[src/design/epdr_pkg.sv]
// ----------------------------------------------------------------------------
// epdr_pkg
// Shared types and constants for the EEG packet deframer / reorder block.
// ----------------------------------------------------------------------------
package epdr_pkg;

    localparam int MAX_CHANNELS_DEF = 24;
    localparam int OUT_COUNT        = 24;
    localparam int HDR_LAST         = 6;   // index of the last header byte (type, length, packet number)
    localparam int PAY_WORDS_START  = 11;  // first channel word byte in sample payload
    localparam int MIN_SAMPLE_LEN   = 15;
    localparam int TOKEN_BYTES      = 5;

    localparam logic [7:0]  TYPE_SAMPLE = 8'd1;
    localparam logic [7:0]  TYPE_EVENT  = 8'd5;

    localparam logic [31:0] EV_CODE_A     = 32'd1;
    localparam logic [31:0] EV_CODE_START = 32'd2;
    localparam logic [31:0] EV_CODE_STOP  = 32'd3;
    localparam logic [31:0] EV_CODE_B     = 32'd9;
    localparam logic [31:0] EV_CODE_C     = 32'd10;

    localparam logic [39:0] SYNC_TOKEN_RST = 40'h40_5350_4545;
    localparam logic [30:0] MIN_TIME_RST   = 31'h3A83_126F;
    localparam logic [30:0] TIME_INF_MAG   = 31'h7F80_0000;

    localparam logic CFG_SYNC_TOKEN = 1'b0;
    localparam logic CFG_MIN_TIME   = 1'b1;

    typedef logic [1:0] mode_t;
    localparam mode_t MODE_INITIAL   = 2'd0;
    localparam mode_t MODE_PREPARED  = 2'd1;
    localparam mode_t MODE_RECEIVING = 2'd2;

    // Source word feeding each output position.
    function automatic int src_of_pos(input int p);
        int r;
        begin
            r = 0;
            unique case (p)
                0:  r = 10;  1:  r = 11;  2:  r = 18;  3:  r = 2;
                4:  r = 3;   5:  r = 4;   6:  r = 19;  7:  r = 9;
                8:  r = 12;  9:  r = 1;   10: r = 7;   11: r = 5;
                12: r = 23;  13: r = 21;  14: r = 13;  15: r = 0;
                16: r = 6;   17: r = 22;  18: r = 14;  19: r = 15;
                20: r = 8;   21: r = 20;  22: r = 17;  23: r = 16;
                default: r = 0;
            endcase
            return r;
        end
    endfunction

    // One unit of work handed from the parser to the emitter.
    typedef struct packed {
        logic                          is_event;
        logic                          first;
        logic [31:0]                   code;
        logic [31:0]                   trig;
        logic [31:0]                   time_w;
        logic [47:0]                   adc;
        logic [OUT_COUNT-1:0][31:0]    samples;  // already in output order
    } job_t;

endpackage

[src/design/eeg_packet_deframer_reorder_top.sv]
// ----------------------------------------------------------------------------
// eeg_packet_deframer_reorder_top
// Byte-stream EEG packet deframer with reordered channel output.
// ----------------------------------------------------------------------------
// Takes one stream byte per beat and never stalls mid-packet: the parser
// consumes a byte every cycle. A valid sample packet produces 24 result
// beats (one per output channel, in the fixed reordered sequence) and an
// accepted event packet produces one; these leave through the emitter at one
// beat per cycle when not stalled, while the parser reads the next packet.
// A finished packet's results are parked in a one-job hand-off register;
// the input is stalled only on the last byte of a packet while the previous
// packet's job still waits there, so the byte rate drops below one per cycle
// only when results drain more slowly than packets arrive: short packets
// behind long result bursts, or a receiver that holds off. Configuration
// (index 0: sync token, index 1: minimum timestamp bits) is always ready and
// must be written while the block is idle. Results pass through the job
// register, the emitter's work register and its output register.
// ----------------------------------------------------------------------------
module eeg_packet_deframer_reorder_top #(
    parameter int MAX_CHANNELS = epdr_pkg::MAX_CHANNELS_DEF
) (
    input  logic        clk,
    input  logic        rst_n,
    // byte input
    input  logic        in_valid,
    output logic        in_stall,
    input  logic [7:0]  byte_in,
    // results
    output logic        out_valid,
    input  logic        out_stall,
    output logic        kind,
    output logic [4:0]  channel,
    output logic [31:0] sample_bits,
    output logic [31:0] trigger_bits,
    output logic [31:0] time_bits,
    output logic [47:0] adc_status,
    output logic        first_after_start,
    output logic [31:0] evt_code,
    output logic        last,
    // configuration writes
    input  logic        cfg_valid,
    output logic        cfg_ready,
    input  logic        cfg_index,
    input  logic [39:0] cfg_data
);

    logic [39:0]    sync_token_reg;
    logic [30:0]    min_time_reg;
    epdr_pkg::job_t job;
    logic           job_valid;
    logic           job_take;

    assign cfg_ready = 1'b1;

    always_ff @(posedge clk or negedge rst_n)
    begin
        if (!rst_n)
        begin
            sync_token_reg <= epdr_pkg::SYNC_TOKEN_RST;
            min_time_reg   <= epdr_pkg::MIN_TIME_RST;
        end
        else if (cfg_valid && cfg_ready)
        begin
            unique case (cfg_index)
                epdr_pkg::CFG_SYNC_TOKEN: sync_token_reg <= cfg_data;
                epdr_pkg::CFG_MIN_TIME:   min_time_reg   <= cfg_data[30:0];
                default: ;
            endcase
        end
    end

    // front: token search, header and payload capture
    epdr_front #(
        .MAX_CHANNELS (MAX_CHANNELS)
    ) u_front (
        .clk           (clk),
        .rst_n         (rst_n),
        .in_valid      (in_valid),
        .in_stall      (in_stall),
        .byte_in       (byte_in),
        .sync_token    (sync_token_reg),
        .min_time_bits (min_time_reg),
        .job           (job),
        .job_valid     (job_valid),
        .job_take      (job_take)
    );

    // back: result burst out of the registered output stage
    epdr_back u_back (
        .clk               (clk),
        .rst_n             (rst_n),
        .job               (job),
        .job_valid         (job_valid),
        .job_take          (job_take),
        .out_valid         (out_valid),
        .out_stall         (out_stall),
        .kind              (kind),
        .channel           (channel),
        .sample_bits       (sample_bits),
        .trigger_bits      (trigger_bits),
        .time_bits         (time_bits),
        .adc_status        (adc_status),
        .first_after_start (first_after_start),
        .evt_code          (evt_code),
        .last              (last)
    );

endmodule

[src/design/epdr_front.sv]
// ----------------------------------------------------------------------------
// epdr_front
// Byte parser: token search, header, payload capture, job register.
// ----------------------------------------------------------------------------
module epdr_front #(
    parameter int MAX_CHANNELS = epdr_pkg::MAX_CHANNELS_DEF
) (
    input  logic               clk,
    input  logic               rst_n,
    input  logic               in_valid,
    output logic               in_stall,
    input  logic [7:0]         byte_in,
    input  logic [39:0]        sync_token,
    input  logic [30:0]        min_time_bits,
    output epdr_pkg::job_t     job,
    output logic               job_valid,
    input  logic               job_take
);

    localparam int IW = (MAX_CHANNELS > 1) ? $clog2(MAX_CHANNELS) : 1;
    localparam int OUT_COUNT_W = epdr_pkg::OUT_COUNT;

    typedef enum logic [1:0] {PH_SEARCH, PH_HEADER, PH_PAYLOAD} phase_t;

    phase_t         phase_reg, phase_next;
    logic [39:0]    win_reg, win_next;
    logic [2:0]     wcnt_reg, wcnt_next;
    logic [15:0]    cnt_reg, cnt_next;
    logic [7:0]     type_reg, type_next;
    logic [15:0]    len_reg, len_next;
    logic [31:0]    time_reg, time_next;
    logic [47:0]    stat_reg, stat_next;
    logic [31:0]    wa_reg, wa_next;
    logic [31:0]    lastw_reg, lastw_next;
    epdr_pkg::mode_t mode_reg, mode_next;
    epdr_pkg::job_t job_reg, job_next;
    logic           job_valid_reg, job_valid_next;

    logic [31:0]    store [MAX_CHANNELS];
    logic           st_we;
    logic [15:0]    st_w;

    logic           accept;
    logic           finishing;
    logic [15:0]    cnt_inc;
    logic [15:0]    poff;
    logic           len_ok;
    logic           time_ok;
    logic [15:0]    nch_len;
    logic [OUT_COUNT_W-1:0][31:0] samp;

    assign cnt_inc   = cnt_reg + 16'd1;
    assign finishing = (phase_reg == PH_PAYLOAD) && (cnt_inc >= len_reg);
    assign in_stall  = job_valid_reg && finishing;
    assign accept    = in_valid && !in_stall;
    assign poff      = cnt_reg - 16'(epdr_pkg::PAY_WORDS_START);
    assign len_ok    = (len_reg >= 16'(epdr_pkg::MIN_SAMPLE_LEN))
                     && ((len_reg[1:0] - 2'd3) == 2'd0);
    assign time_ok   = !time_reg[31] && (time_reg[30:0] < epdr_pkg::TIME_INF_MAG)
                     && (time_reg[30:0] >= min_time_bits);

    // nch from the length field, not the byte position
    assign nch_len = ((len_reg - 16'(epdr_pkg::PAY_WORDS_START)) >> 2) - 16'd1;

    genvar gp;
    generate
        for (gp = 0; gp < OUT_COUNT_W; gp++) begin : g_pos
            localparam int S = epdr_pkg::src_of_pos(gp);
            if (S < MAX_CHANNELS) begin : g_src
                assign samp[gp] = ((16'(gp) < nch_len) && (16'(S) < nch_len))
                                ? store[S] : 32'd0;
            end else begin : g_none
                assign samp[gp] = 32'd0;
            end
        end
    endgenerate

    always_comb
    begin
        phase_next     = phase_reg;
        win_next       = win_reg;
        wcnt_next      = wcnt_reg;
        cnt_next       = cnt_reg;
        type_next      = type_reg;
        len_next       = len_reg;
        time_next      = time_reg;
        stat_next      = stat_reg;
        wa_next        = wa_reg;
        lastw_next     = lastw_reg;
        mode_next      = mode_reg;
        job_next       = job_reg;
        job_valid_next = job_valid_reg && !job_take;
        st_we          = 1'b0;
        st_w           = poff >> 2;
        if (accept)
        begin
            unique case (phase_reg)
                PH_SEARCH:
                begin
                    win_next = {win_reg[31:0], byte_in};
                    if (wcnt_reg < 3'(epdr_pkg::TOKEN_BYTES))
                    begin
                        wcnt_next = wcnt_reg + 3'd1;
                    end
                    if ((wcnt_next == 3'(epdr_pkg::TOKEN_BYTES))
                        && (win_next == sync_token))
                    begin
                        phase_next = PH_HEADER;
                        cnt_next   = 16'd0;
                    end
                end
                PH_HEADER:
                begin
                    if (cnt_reg == 16'd0) type_next = byte_in;
                    if (cnt_reg == 16'd1) len_next = {byte_in, 8'd0};
                    if (cnt_reg == 16'd2) len_next = {len_reg[15:8], byte_in};
                    if (cnt_reg >= 16'(epdr_pkg::HDR_LAST))
                    begin
                        time_next  = 32'd0;
                        stat_next  = 48'd0;
                        wa_next    = 32'd0;
                        lastw_next = 32'd0;
                        cnt_next   = 16'd0;
                        if (len_reg == 16'd0)
                        begin
                            // empty payload: nothing can be emitted
                            phase_next = PH_SEARCH;
                            win_next   = 40'd0;
                            wcnt_next  = 3'd0;
                        end
                        else
                        begin
                            phase_next = PH_PAYLOAD;
                        end
                    end
                    else
                    begin
                        cnt_next = cnt_inc;
                    end
                end
                PH_PAYLOAD:
                begin
                    if (type_reg == epdr_pkg::TYPE_SAMPLE)
                    begin
                        if (cnt_reg < 16'd4)
                        begin
                            time_next = {time_reg[23:0], byte_in};
                        end
                        else if (cnt_reg >= 16'd5 && cnt_reg < 16'd11)
                        begin
                            stat_next = {stat_reg[39:0], byte_in};
                        end
                        else if (cnt_reg >= 16'd11)
                        begin
                            wa_next = {wa_reg[23:0], byte_in};
                            if (poff[1:0] == 2'd3)
                            begin
                                lastw_next = wa_next;
                                st_we      = (st_w < 16'(MAX_CHANNELS));
                            end
                        end
                    end
                    else if ((type_reg == epdr_pkg::TYPE_EVENT) && (cnt_reg < 16'd4))
                    begin
                        wa_next = {wa_reg[23:0], byte_in};
                    end
                    cnt_next = cnt_inc;
                    if (finishing)
                    begin
                        phase_next = PH_SEARCH;
                        cnt_next   = 16'd0;
                        win_next   = 40'd0;
                        wcnt_next  = 3'd0;
                        job_next.is_event = 1'b0;
                        job_next.first    = 1'b0;
                        job_next.code     = 32'd0;
                        job_next.trig     = lastw_next;
                        job_next.time_w   = time_reg;
                        job_next.adc      = stat_reg;
                        job_next.samples  = samp;
                        if (type_reg == epdr_pkg::TYPE_SAMPLE)
                        begin
                            if (len_ok && time_ok)
                            begin
                                job_valid_next = 1'b1;
                                if (mode_reg == epdr_pkg::MODE_PREPARED)
                                begin
                                    mode_next      = epdr_pkg::MODE_RECEIVING;
                                    job_next.first = 1'b1;
                                end
                            end
                        end
                        else if ((type_reg == epdr_pkg::TYPE_EVENT) && (len_reg >= 16'd4))
                        begin
                            job_next.trig    = 32'd0;
                            job_next.time_w  = 32'd0;
                            job_next.adc     = 48'd0;
                            job_next.samples = '0;
                            job_next.is_event = 1'b1;
                            job_next.code    = wa_next;
                            if (wa_next == epdr_pkg::EV_CODE_A
                                || wa_next == epdr_pkg::EV_CODE_START
                                || wa_next == epdr_pkg::EV_CODE_STOP
                                || wa_next == epdr_pkg::EV_CODE_B
                                || wa_next == epdr_pkg::EV_CODE_C)
                            begin
                                job_valid_next = 1'b1;
                            end
                            if (wa_next == epdr_pkg::EV_CODE_START)
                                mode_next = epdr_pkg::MODE_PREPARED;
                            if (wa_next == epdr_pkg::EV_CODE_STOP)
                                mode_next = epdr_pkg::MODE_INITIAL;
                        end
                    end
                end
                default:
                begin
                    phase_next = PH_SEARCH;
                end
            endcase
        end
    end

    always_ff @(posedge clk or negedge rst_n)
    begin
        if (!rst_n)
        begin
            phase_reg     <= PH_SEARCH;
            win_reg       <= 40'd0;
            wcnt_reg      <= 3'd0;
            cnt_reg       <= 16'd0;
            type_reg      <= 8'd0;
            len_reg       <= 16'd0;
            time_reg      <= 32'd0;
            stat_reg      <= 48'd0;
            wa_reg        <= 32'd0;
            lastw_reg     <= 32'd0;
            mode_reg      <= epdr_pkg::MODE_INITIAL;
            job_valid_reg <= 1'b0;
        end
        else
        begin
            phase_reg     <= phase_next;
            win_reg       <= win_next;
            wcnt_reg      <= wcnt_next;
            cnt_reg       <= cnt_next;
            type_reg      <= type_next;
            len_reg       <= len_next;
            time_reg      <= time_next;
            stat_reg      <= stat_next;
            wa_reg        <= wa_next;
            lastw_reg     <= lastw_next;
            mode_reg      <= mode_next;
            job_valid_reg <= job_valid_next;
        end
    end

    // payload only, no reset
    always_ff @(posedge clk)
    begin
        job_reg <= job_next;
        if (st_we)
        begin
            store[st_w[IW-1:0]] <= wa_next;
        end
    end

    assign job       = job_reg;
    assign job_valid = job_valid_reg;

endmodule

[src/design/epdr_back.sv]
// ----------------------------------------------------------------------------
// epdr_back
// Result emitter: walks one job out as result beats through an output register.
// ----------------------------------------------------------------------------
module epdr_back (
    input  logic                   clk,
    input  logic                   rst_n,
    input  epdr_pkg::job_t         job,
    input  logic                   job_valid,
    output logic                   job_take,
    output logic                   out_valid,
    input  logic                   out_stall,
    output logic                   kind,
    output logic [4:0]             channel,
    output logic [31:0]            sample_bits,
    output logic [31:0]            trigger_bits,
    output logic [31:0]            time_bits,
    output logic [47:0]            adc_status,
    output logic                   first_after_start,
    output logic [31:0]            evt_code,
    output logic                   last
);

    localparam logic [4:0] POS_LAST = 5'(epdr_pkg::OUT_COUNT - 1);

    epdr_pkg::job_t work_reg;
    logic           busy_reg;
    logic [4:0]     pos_reg;
    logic           valid_reg;
    logic           advance;
    logic           beat_last;

    assign job_take  = !busy_reg && job_valid;
    assign advance   = !valid_reg || !out_stall;
    assign beat_last = work_reg.is_event || (pos_reg == POS_LAST);

    always_ff @(posedge clk or negedge rst_n)
    begin
        if (!rst_n)
        begin
            busy_reg  <= 1'b0;
            pos_reg   <= 5'd0;
            valid_reg <= 1'b0;
        end
        else
        begin
            if (advance)
            begin
                valid_reg <= busy_reg;
                if (busy_reg)
                begin
                    pos_reg <= pos_reg + 5'd1;
                    if (beat_last)
                        busy_reg <= 1'b0;
                end
            end
            if (job_take)
            begin
                busy_reg <= 1'b1;
                pos_reg  <= 5'd0;
            end
        end
    end

    always_ff @(posedge clk)
    begin
        if (job_take)
        begin
            work_reg <= job;
        end
        else if (advance && busy_reg)
        begin
            work_reg.samples <= {32'd0, work_reg.samples[epdr_pkg::OUT_COUNT-1:1]};
        end
        if (advance && busy_reg)
        begin
            kind              <= work_reg.is_event;
            channel           <= work_reg.is_event ? 5'd0 : pos_reg;
            sample_bits       <= work_reg.samples[0];
            trigger_bits      <= work_reg.trig;
            time_bits         <= work_reg.time_w;
            adc_status        <= work_reg.adc;
            first_after_start <= work_reg.first;
            evt_code          <= work_reg.code;
            last              <= beat_last;
        end
    end

    assign out_valid = valid_reg;

endmodule

[config.mk]
export PLATFORM = sky130hd
export DESIGN_NAME = eeg_packet_deframer_reorder_top
export DESIGN_NICKNAME = d
export VERILOG_FILES = /design/src/design/epdr_pkg.sv /design/src/design/eeg_packet_deframer_reorder_top.sv /design/src/design/epdr_front.sv /design/src/design/epdr_back.sv
export SDC_FILE = /design/constraint.sdc
export NUM_CORES = 2
export LEC_CHECK = 0
export BUFFER_PORTS_ARGS = -buffer_cell sky130_fd_sc_hd__buf_2
export CAP_MARGIN = 5
export CELL_PAD_IN_SITES_DETAIL_PLACEMENT = 1
export CELL_PAD_IN_SITES_GLOBAL_PLACEMENT = 2
export CORE_MARGIN = 3
export CORE_UTILIZATION = 43
export CTS_BUF_LIST = sky130_fd_sc_hd__clkbuf_4
export DETAILED_ROUTE_END_ITERATION = 10
export PLACE_DENSITY = 0.84
export SLEW_MARGIN = 25
export SYNTH_ARGS = -nofsm -noshare
export SYNTH_HDL_FRONTEND = slang
export SYNTH_SLANG_ARGS = --single-unit
[constraint.sdc]
create_clock -name clk -period 21.7 [get_ports clk]
set_clock_uncertainty 0.2 [all_clocks]
set_input_delay 5.425 -clock clk [delete_from_list [all_inputs] [get_ports clk]]
set_output_delay 5.425 -clock clk [all_outputs]
set_load 0.05 [all_outputs]
---- Word level (Yosys, flattened, before mapping) ----
Memories as Yosys holds them, arrays and structs flattened.
Cells that the tools add are included.
operators by class
  $add $sub $neg .......................... 7
  order comparisons ....................... 36
  equal/unequal tests ..................... 26
  mux-type cells .......................... 106
  bitwise gates (word level) .............. 3
  reduce and logical (&&, ||, !) cells .... 77
operators with widths
  cell                                                                                   number
  880-bit 2-to-1 mux                                                                     2
  768-bit 2-to-1 mux                                                                     2
  32-bit 2-to-1 mux                                                                      44
  48-bit 2-to-1 mux                                                                      4
  32-bit one-hot mux with 2 select lines                                                 3
  4-bit by 16-bit < comparator with 1-bit output (first input constant)                  8
  5-bit by 16-bit < comparator with 1-bit output (first input constant)                  8
  32-bit one-hot mux with 3 select lines                                                 1
  48-bit one-hot mux with 2 select lines                                                 1
  32-bit by 2-bit == test with 1-bit output (second input constant)                      2
  32-bit by 4-bit == test with 1-bit output (second input constant)                      2
  3-bit by 16-bit < comparator with 1-bit output (first input constant)                  4
  16-bit by 3-bit greater-or-equal comparator with 1-bit output (second input constant)  3
  16-bit 2-to-1 mux                                                                      3
  16-bit one-hot mux with 3 select lines                                                 1
  40-bit == test                                                                         1
  1-bit logical AND                                                                      37
  32-bit by 1-bit == test with 1-bit output (second input constant)                      1
  16-bit by 4-bit greater-or-equal comparator with 1-bit output (second input constant)  2
  16-bit zero test                                                                       2
  1-bit by 16-bit < comparator with 1-bit output (first input constant)                  2
  2-bit by 16-bit < comparator with 1-bit output (first input constant)                  2
  16-bit by 4-bit subtractor with 16-bit output (second input constant)                  2
  31-bit greater-or-equal comparator                                                     1
  41 further kinds                                                                       117
storage, ports and cells
  register bits after elaboration ......... 2314
  RAM bits ................................ 768
  bits of input ports ..................... 54
  word-level logic and storage cells ...... 343
  memories ................................ 1
memories
  memory         words  width  read ports  clocked after Yosys merged registers in  wr ports  line              text
  u_front.store  24     32     24          0                                        1         epdr_front.sv:39  logic [31:0] store [MAX_CHANNELS];

---- Depth between registers and ports, before layout ----
  depth after elaboration ................. 18
  mapped depth ............................ 18

---- Modules after synthesis ----
A second synthesis with hierarchy kept.
second synthesis, totals
  cell total of the unflattened synthesis .. 7852
  area, all modules ....................... 115547.1 um^2
modules (own cells, without submodules)
  module                           instances  cells each  area an instance (um^2)  seq. area each (um^2)
  epdr_front                       1          4156        69751.9                  56113.8
  epdr_back                        1          3543        42939.9                  33146.8
  eeg_packet_deframer_reorder_top  1          153         2855.2                   1811.7

---- Worst setup path after synthesis ----
Ideal clock, no wire load.
  path kind ............................... input port to flip-flop
  from .................................... input out_stall
  to ...................................... register u_back.work_reg[0] (netlist name) (enable)
  arrival time ............................ 24.217 ns
  required time ........................... 20.400 ns
  setup slack ............................. -3.817 ns
  cell stages on the path ................. 5
  buffers on the path ..................... 0
  path through ............................ nand2_1 -> nand2_1 -> inv_1 -> nor2_1 -> inv_1
on the way
  longest elaborated chain between the ends .. 4
ends and longest elaborated chain
  item                                 line                                   text
  from (decl)                          eeg_packet_deframer_reorder_top.sv:30  input logic out_stall,
  1-bit zero test                      epdr_back.sv:34                        assign advance = !valid_reg || !out_stall;
  1-bit logical OR                     epdr_back.sv:34
  1-bit logical AND                    epdr_back.sv:71                        else if (advance && busy_reg)
  2-bit nonzero test (no source line)  --
  to (signal assigned)                 epdr_back.sv:69                        work_reg <= job;
  to (decl)                            epdr_back.sv:26                        epdr_pkg::job_t work_reg;
Every way passes these cells.
A chain may end at the register's enable or synchronous reset.

---- Worst setup path after layout ----
  from .................................... register u_front.cnt_reg[3]
  to ...................................... output in_stall
on the way
  longest elaborated chain between the ends .. 4
ends and longest elaborated chain
  item                                      line                                   text
  from (decl)                               epdr_front.sv:28                       logic [15:0] cnt_reg, cnt_next;
  from (signal assigned)                    epdr_front.sv:246                      cnt_reg <= cnt_next;
  16-bit by 1-bit adder with 16-bit output  epdr_front.sv:52                       assign cnt_inc = cnt_reg + 16'd1;
  16-bit greater-or-equal comparator        epdr_front.sv:53                       assign finishing = (phase_reg == PH_PAYLOAD) && (cnt_inc >= len_reg);
  1-bit logical AND                         epdr_front.sv:53
  1-bit logical AND                         epdr_front.sv:54                       assign in_stall = job_valid_reg && finishing;
  to (decl)                                 eeg_packet_deframer_reorder_top.sv:26  output logic in_stall,
Every way passes these cells.

==> results.py <==
metrics = {
    "worst_setup_path": {
        "worst_ep_required_time_ns": 16.07,
        "crit_chain": "and3_1 > nand3_1 > nor2_1 > and3_1 > and3_1 > xnor2_1 > inv_1 > ha_1 > nand4_1 > nor3_1 > a21o_1 > nand3_2 > inv_1 > buf_2",
        "path_depth": 14,
        "end_kind": "output pin",
        "cp_top_family": "simple AND/OR/NAND/NOR gates",
        "max_stage_delay_ns": 0.74,
        "arrival_ns": 5.92,
        "cp_slowest_cell": "inv_1",
        "worstPathMaxFanout": 16,
        "crit_path_start": "u_front.cnt_reg[3]",
        "worst-r2r-cell-count": 16,
        "r2r-start": "u_front.cnt_reg[3]",
        "critPathBufInv": 3,
        "startpoint_type": "flip-flop",
        "critPathKind": "flip-flop to output pin",
        "crit_path_frequent_cell": "and3_1",
    },
    "min_path": {
        "holdCritStartpoint": "u_back.work_reg[833]",
        "hp-class": "flip-flop to flip-flop",
        "min_path_cells": 0,
    },
    "sta": {
        "worst_slew_pin_slew_ns": 1.150,
        "max_slew_margin_pct": 23.35,
        "slew_viol_final": 0,
        "hold_viol_final": 0,
        "period_minus_slack_ns": 11.55,
        "max_freq_ghz": 0.08658,
        "setup_tns_ns": 0,
        "fin_crit_sh_pct": 53.22,
        "rsz0062_at_grt": "false",
        "setup_viol": 0,
    },
    "place": {
        "hpwlAfterDp_um": 160800,
        "place.gp.congestion": 0.8363,
        "port_buffers": 239,
        "post-place-cells": 11430,
    },
    "pwr": {
        "pwr-share-comb_pct": 3.9,
        "sw_frac_of_total_pct": 22.71,
        "cellLeakagePower_nw": 42.58,
        "internal-power_mw": 9.275,
        "p_per_area_mw_per_mm2": 91.85,
        "ir_drop_uv": 47.92,
        "power_frac_seq_pct": 55.7,
        "clockPowerShare_pct": 40.5,
        "p_sw_mw": 2.726,
    },
    "clock_network": {
        "clk_pin_slew_ns": 0.08,
        "cts_max_path_buffers": 4,
        "cts_buffers": 766,
        "cts-root-buf": "clkbuf_4",
        "cts_sinks": 3082,
        "cts_hold_buf": 0,
        "htreeDepth": 6,
        "cts_setup_buffers": 0,
        "ctsResizeCount": 0,
        "cts_tree": "yes",
        "clk_latency_ns": 1.34,
    },
    "floorplanning": {
        "num_rows": 189,
        "die_w_um": 523.7,
        "die_y_um": 523.7,
        "ios": 241,
        "core_area_mm2": 0.2658,
        "initial_core_util_pct": 43.35,
        "die_area_mm2": 0.2742,
    },
    "logic_synthesis": {
        "syn_nets": 8025,
        "synth_edf_count": 2780,
        "synth_area_leader_cell": "edfxtp_1",
        "ys_warn_count": 0,
        "synth_cell_types": 80,
        "seq_area_frac_synth_pct": 79.04,
        "synth_common_cells": "2780 x edfxtp_1, 2532 x nand2_1, 818 x and2_1",
        "ys.flop_type": "edfxtp_1",
        "ys_top_cells_by_area": "edfxtp_1 72%, nand2_1 8.2%, dfrtp_1 6.0%, and2_1 4.4%, clkbuf_1 0.92%",
        "synthArstFlopShare_pct": 9.799,
        "syn_area_per_cell_um2": 14.57,
        "yosysTopAreaCellShare_pct": 72.45,
        "syn_area_mm2": 0.1152,
        "syn_inst": 7911,
        "synth.most_common_cell": "edfxtp_1",
        "ys_ff_latch": 3082,
    },
    "detailed_routing": {
        "drtIter0Drc": 4284,
        "route.detailed.drc": 0,
        "avgRoutedWirePerCell_um": 21.52,
        "routed_wl_um": 275200,
        "vias": 65060,
        "ant_nets": 0,
        "viasPerCell": 5.088,
        "dr.pass1.iters": 5,
    },
    "final_layout": {
        "area_growth_pct": 13.39,
        "finalNonFillerCells": 12790,
        "utilization_pct": 49.15,
        "drive_gt1_share_pct": 19.48,
        "filler_cell_count": 26640,
        "fin_nets": 8782,
    },
    "global_routing": {
        "grt_pass1_vias": 71830,
        "grt_max_degree": 191,
        "grt_pass1_wl_um": 421500,
        "grt_remaining_overflow": 0,
        "grt_usage_pct": 19.86,
        "antenna_found_initial": 17,
    },
    "outcome": {
        "status": "complete, no violations",
    },
    "run": {
        "cap_violations": 0,
    },
}
[power groups by stage]
stage | Sequential (mW) | Clock (mW) | Combinational, mW
finish | 6.68 | 4.85 | 0.465
global route | 6.69 | 5.33 | 0.518
CTS | 6.68 | 5.01 | 0.471
detailed placement | 6.81 | 0 | 0.468
global placement | 6.80 | 0 | 0.449
floorplan | 6.85 | 0 | 0.292
[cell type report]
type / instances / area, µm² / area share, %
clock inverter: 204 / 1244 / 0.9519
tap: 3533 / 4420 / 3.383
antenna: 15 / 37.54 / 0.02873
multi-input combinational: 4336 / 22470 / 17.20
timing repair buffer: 352 / 2386 / 1.826
inverter: 130 / 511.7 / 0.3917
clock buffer: 1134 / 8513 / 6.516
sequential: 3082 / 91070 / 69.71
[cells by family (layout without fill, tap and decap cells)]
| family | Yosys count | count (layout) | synth area share, % |
|---|---|---|---|
| buffers and inverters | 493 | 1820 | 1.713 |
| AOI/OAI and AO/OA | 366 | 366 | 2.162 |
| and+or+nand+nor | 3684 | 3684 | 14.31 |
| DFF | 3082 | 3082 | 79.04 |
| adders and majority gates | 60 | 60 | 0.6515 |
| other | 1 | 16 | 0.003254 |
| muxes | 161 | 161 | 1.626 |
| xor gates and xnor gates | 64 | 64 | 0.4984 |
[worst paths after layout]
path,end,slack (ns)
min,u_back.time_bits[17],0.15
min in group asynchronous,u_front.stat_reg[20],3.96
min reg2reg,u_back.time_bits[17],0.15
max,in_stall,10.15
max reg2reg,u_front.job[704],14.51
max in group asynchronous,u_front.cnt_reg[7],15.16
[metal layers]
| metal | GRT usage, % | routed length [µm] |
|---|---|---|
| met2 | 34.34 | 139700 |
| met3 | 4.008 | 14210 |
| met1 | 24.93 | 113500 |
| met5 | 0 | 115 |
| met4 | 6.802 | 7730 |
[cells in the final DEF, fill, tap and decap left out, types with 39 or more instances in the layout]
cell and count:
nor2_1 69, nor2b_1 41, o21ai_0 94, a21oi_1 88
xor2_1 45, edfxtp_1 2780, mux2_2 93, buf_2 238
clkbuf_4 1135, clkinv_1 135, inv_1 125, nand3_1 51
ha_1 59, and3_1 43, and2_1 818, buf_4 88
dfrtp_1 274, nand2_1 2532, mux2i_1 39
[worst reg2reg max path, cell delays in order (launching register included)]
cell	delay, ns
dfrtp_1	0.70
and3_1	0.30
nand3_1	0.23
nor2_1	0.24
and3_1	0.21
and3_1	0.19
xnor2_1	0.16
inv_1	0.08
ha_1	0.31
nand4_1	0.16
nor3_1	0.39
a21oi_1	0.30
or3_1	0.52
clkinvlp_4	0.32
buf_4	0.73
buf_4	0.79
buf_4	0.91
[per-stage QoR]
stage	instance area [µm²]	setup WS [ns]	power [mW]	hold slack, ns
2_1_floorplan	115200	0.6201	7.139	0.2003
3_3_place_gp	120500	11.12	7.247	0.2018
3_5_place_dp	120700	10.98	7.276	0.2051
4_1_cts	130500	9.966	12.16	0.1383
5_1_grt	130600	9.589	12.54	0.1599
6_report	130700	10.15	12.00	0.1540
Note: power is estimated with default switching activity, not from simulation.
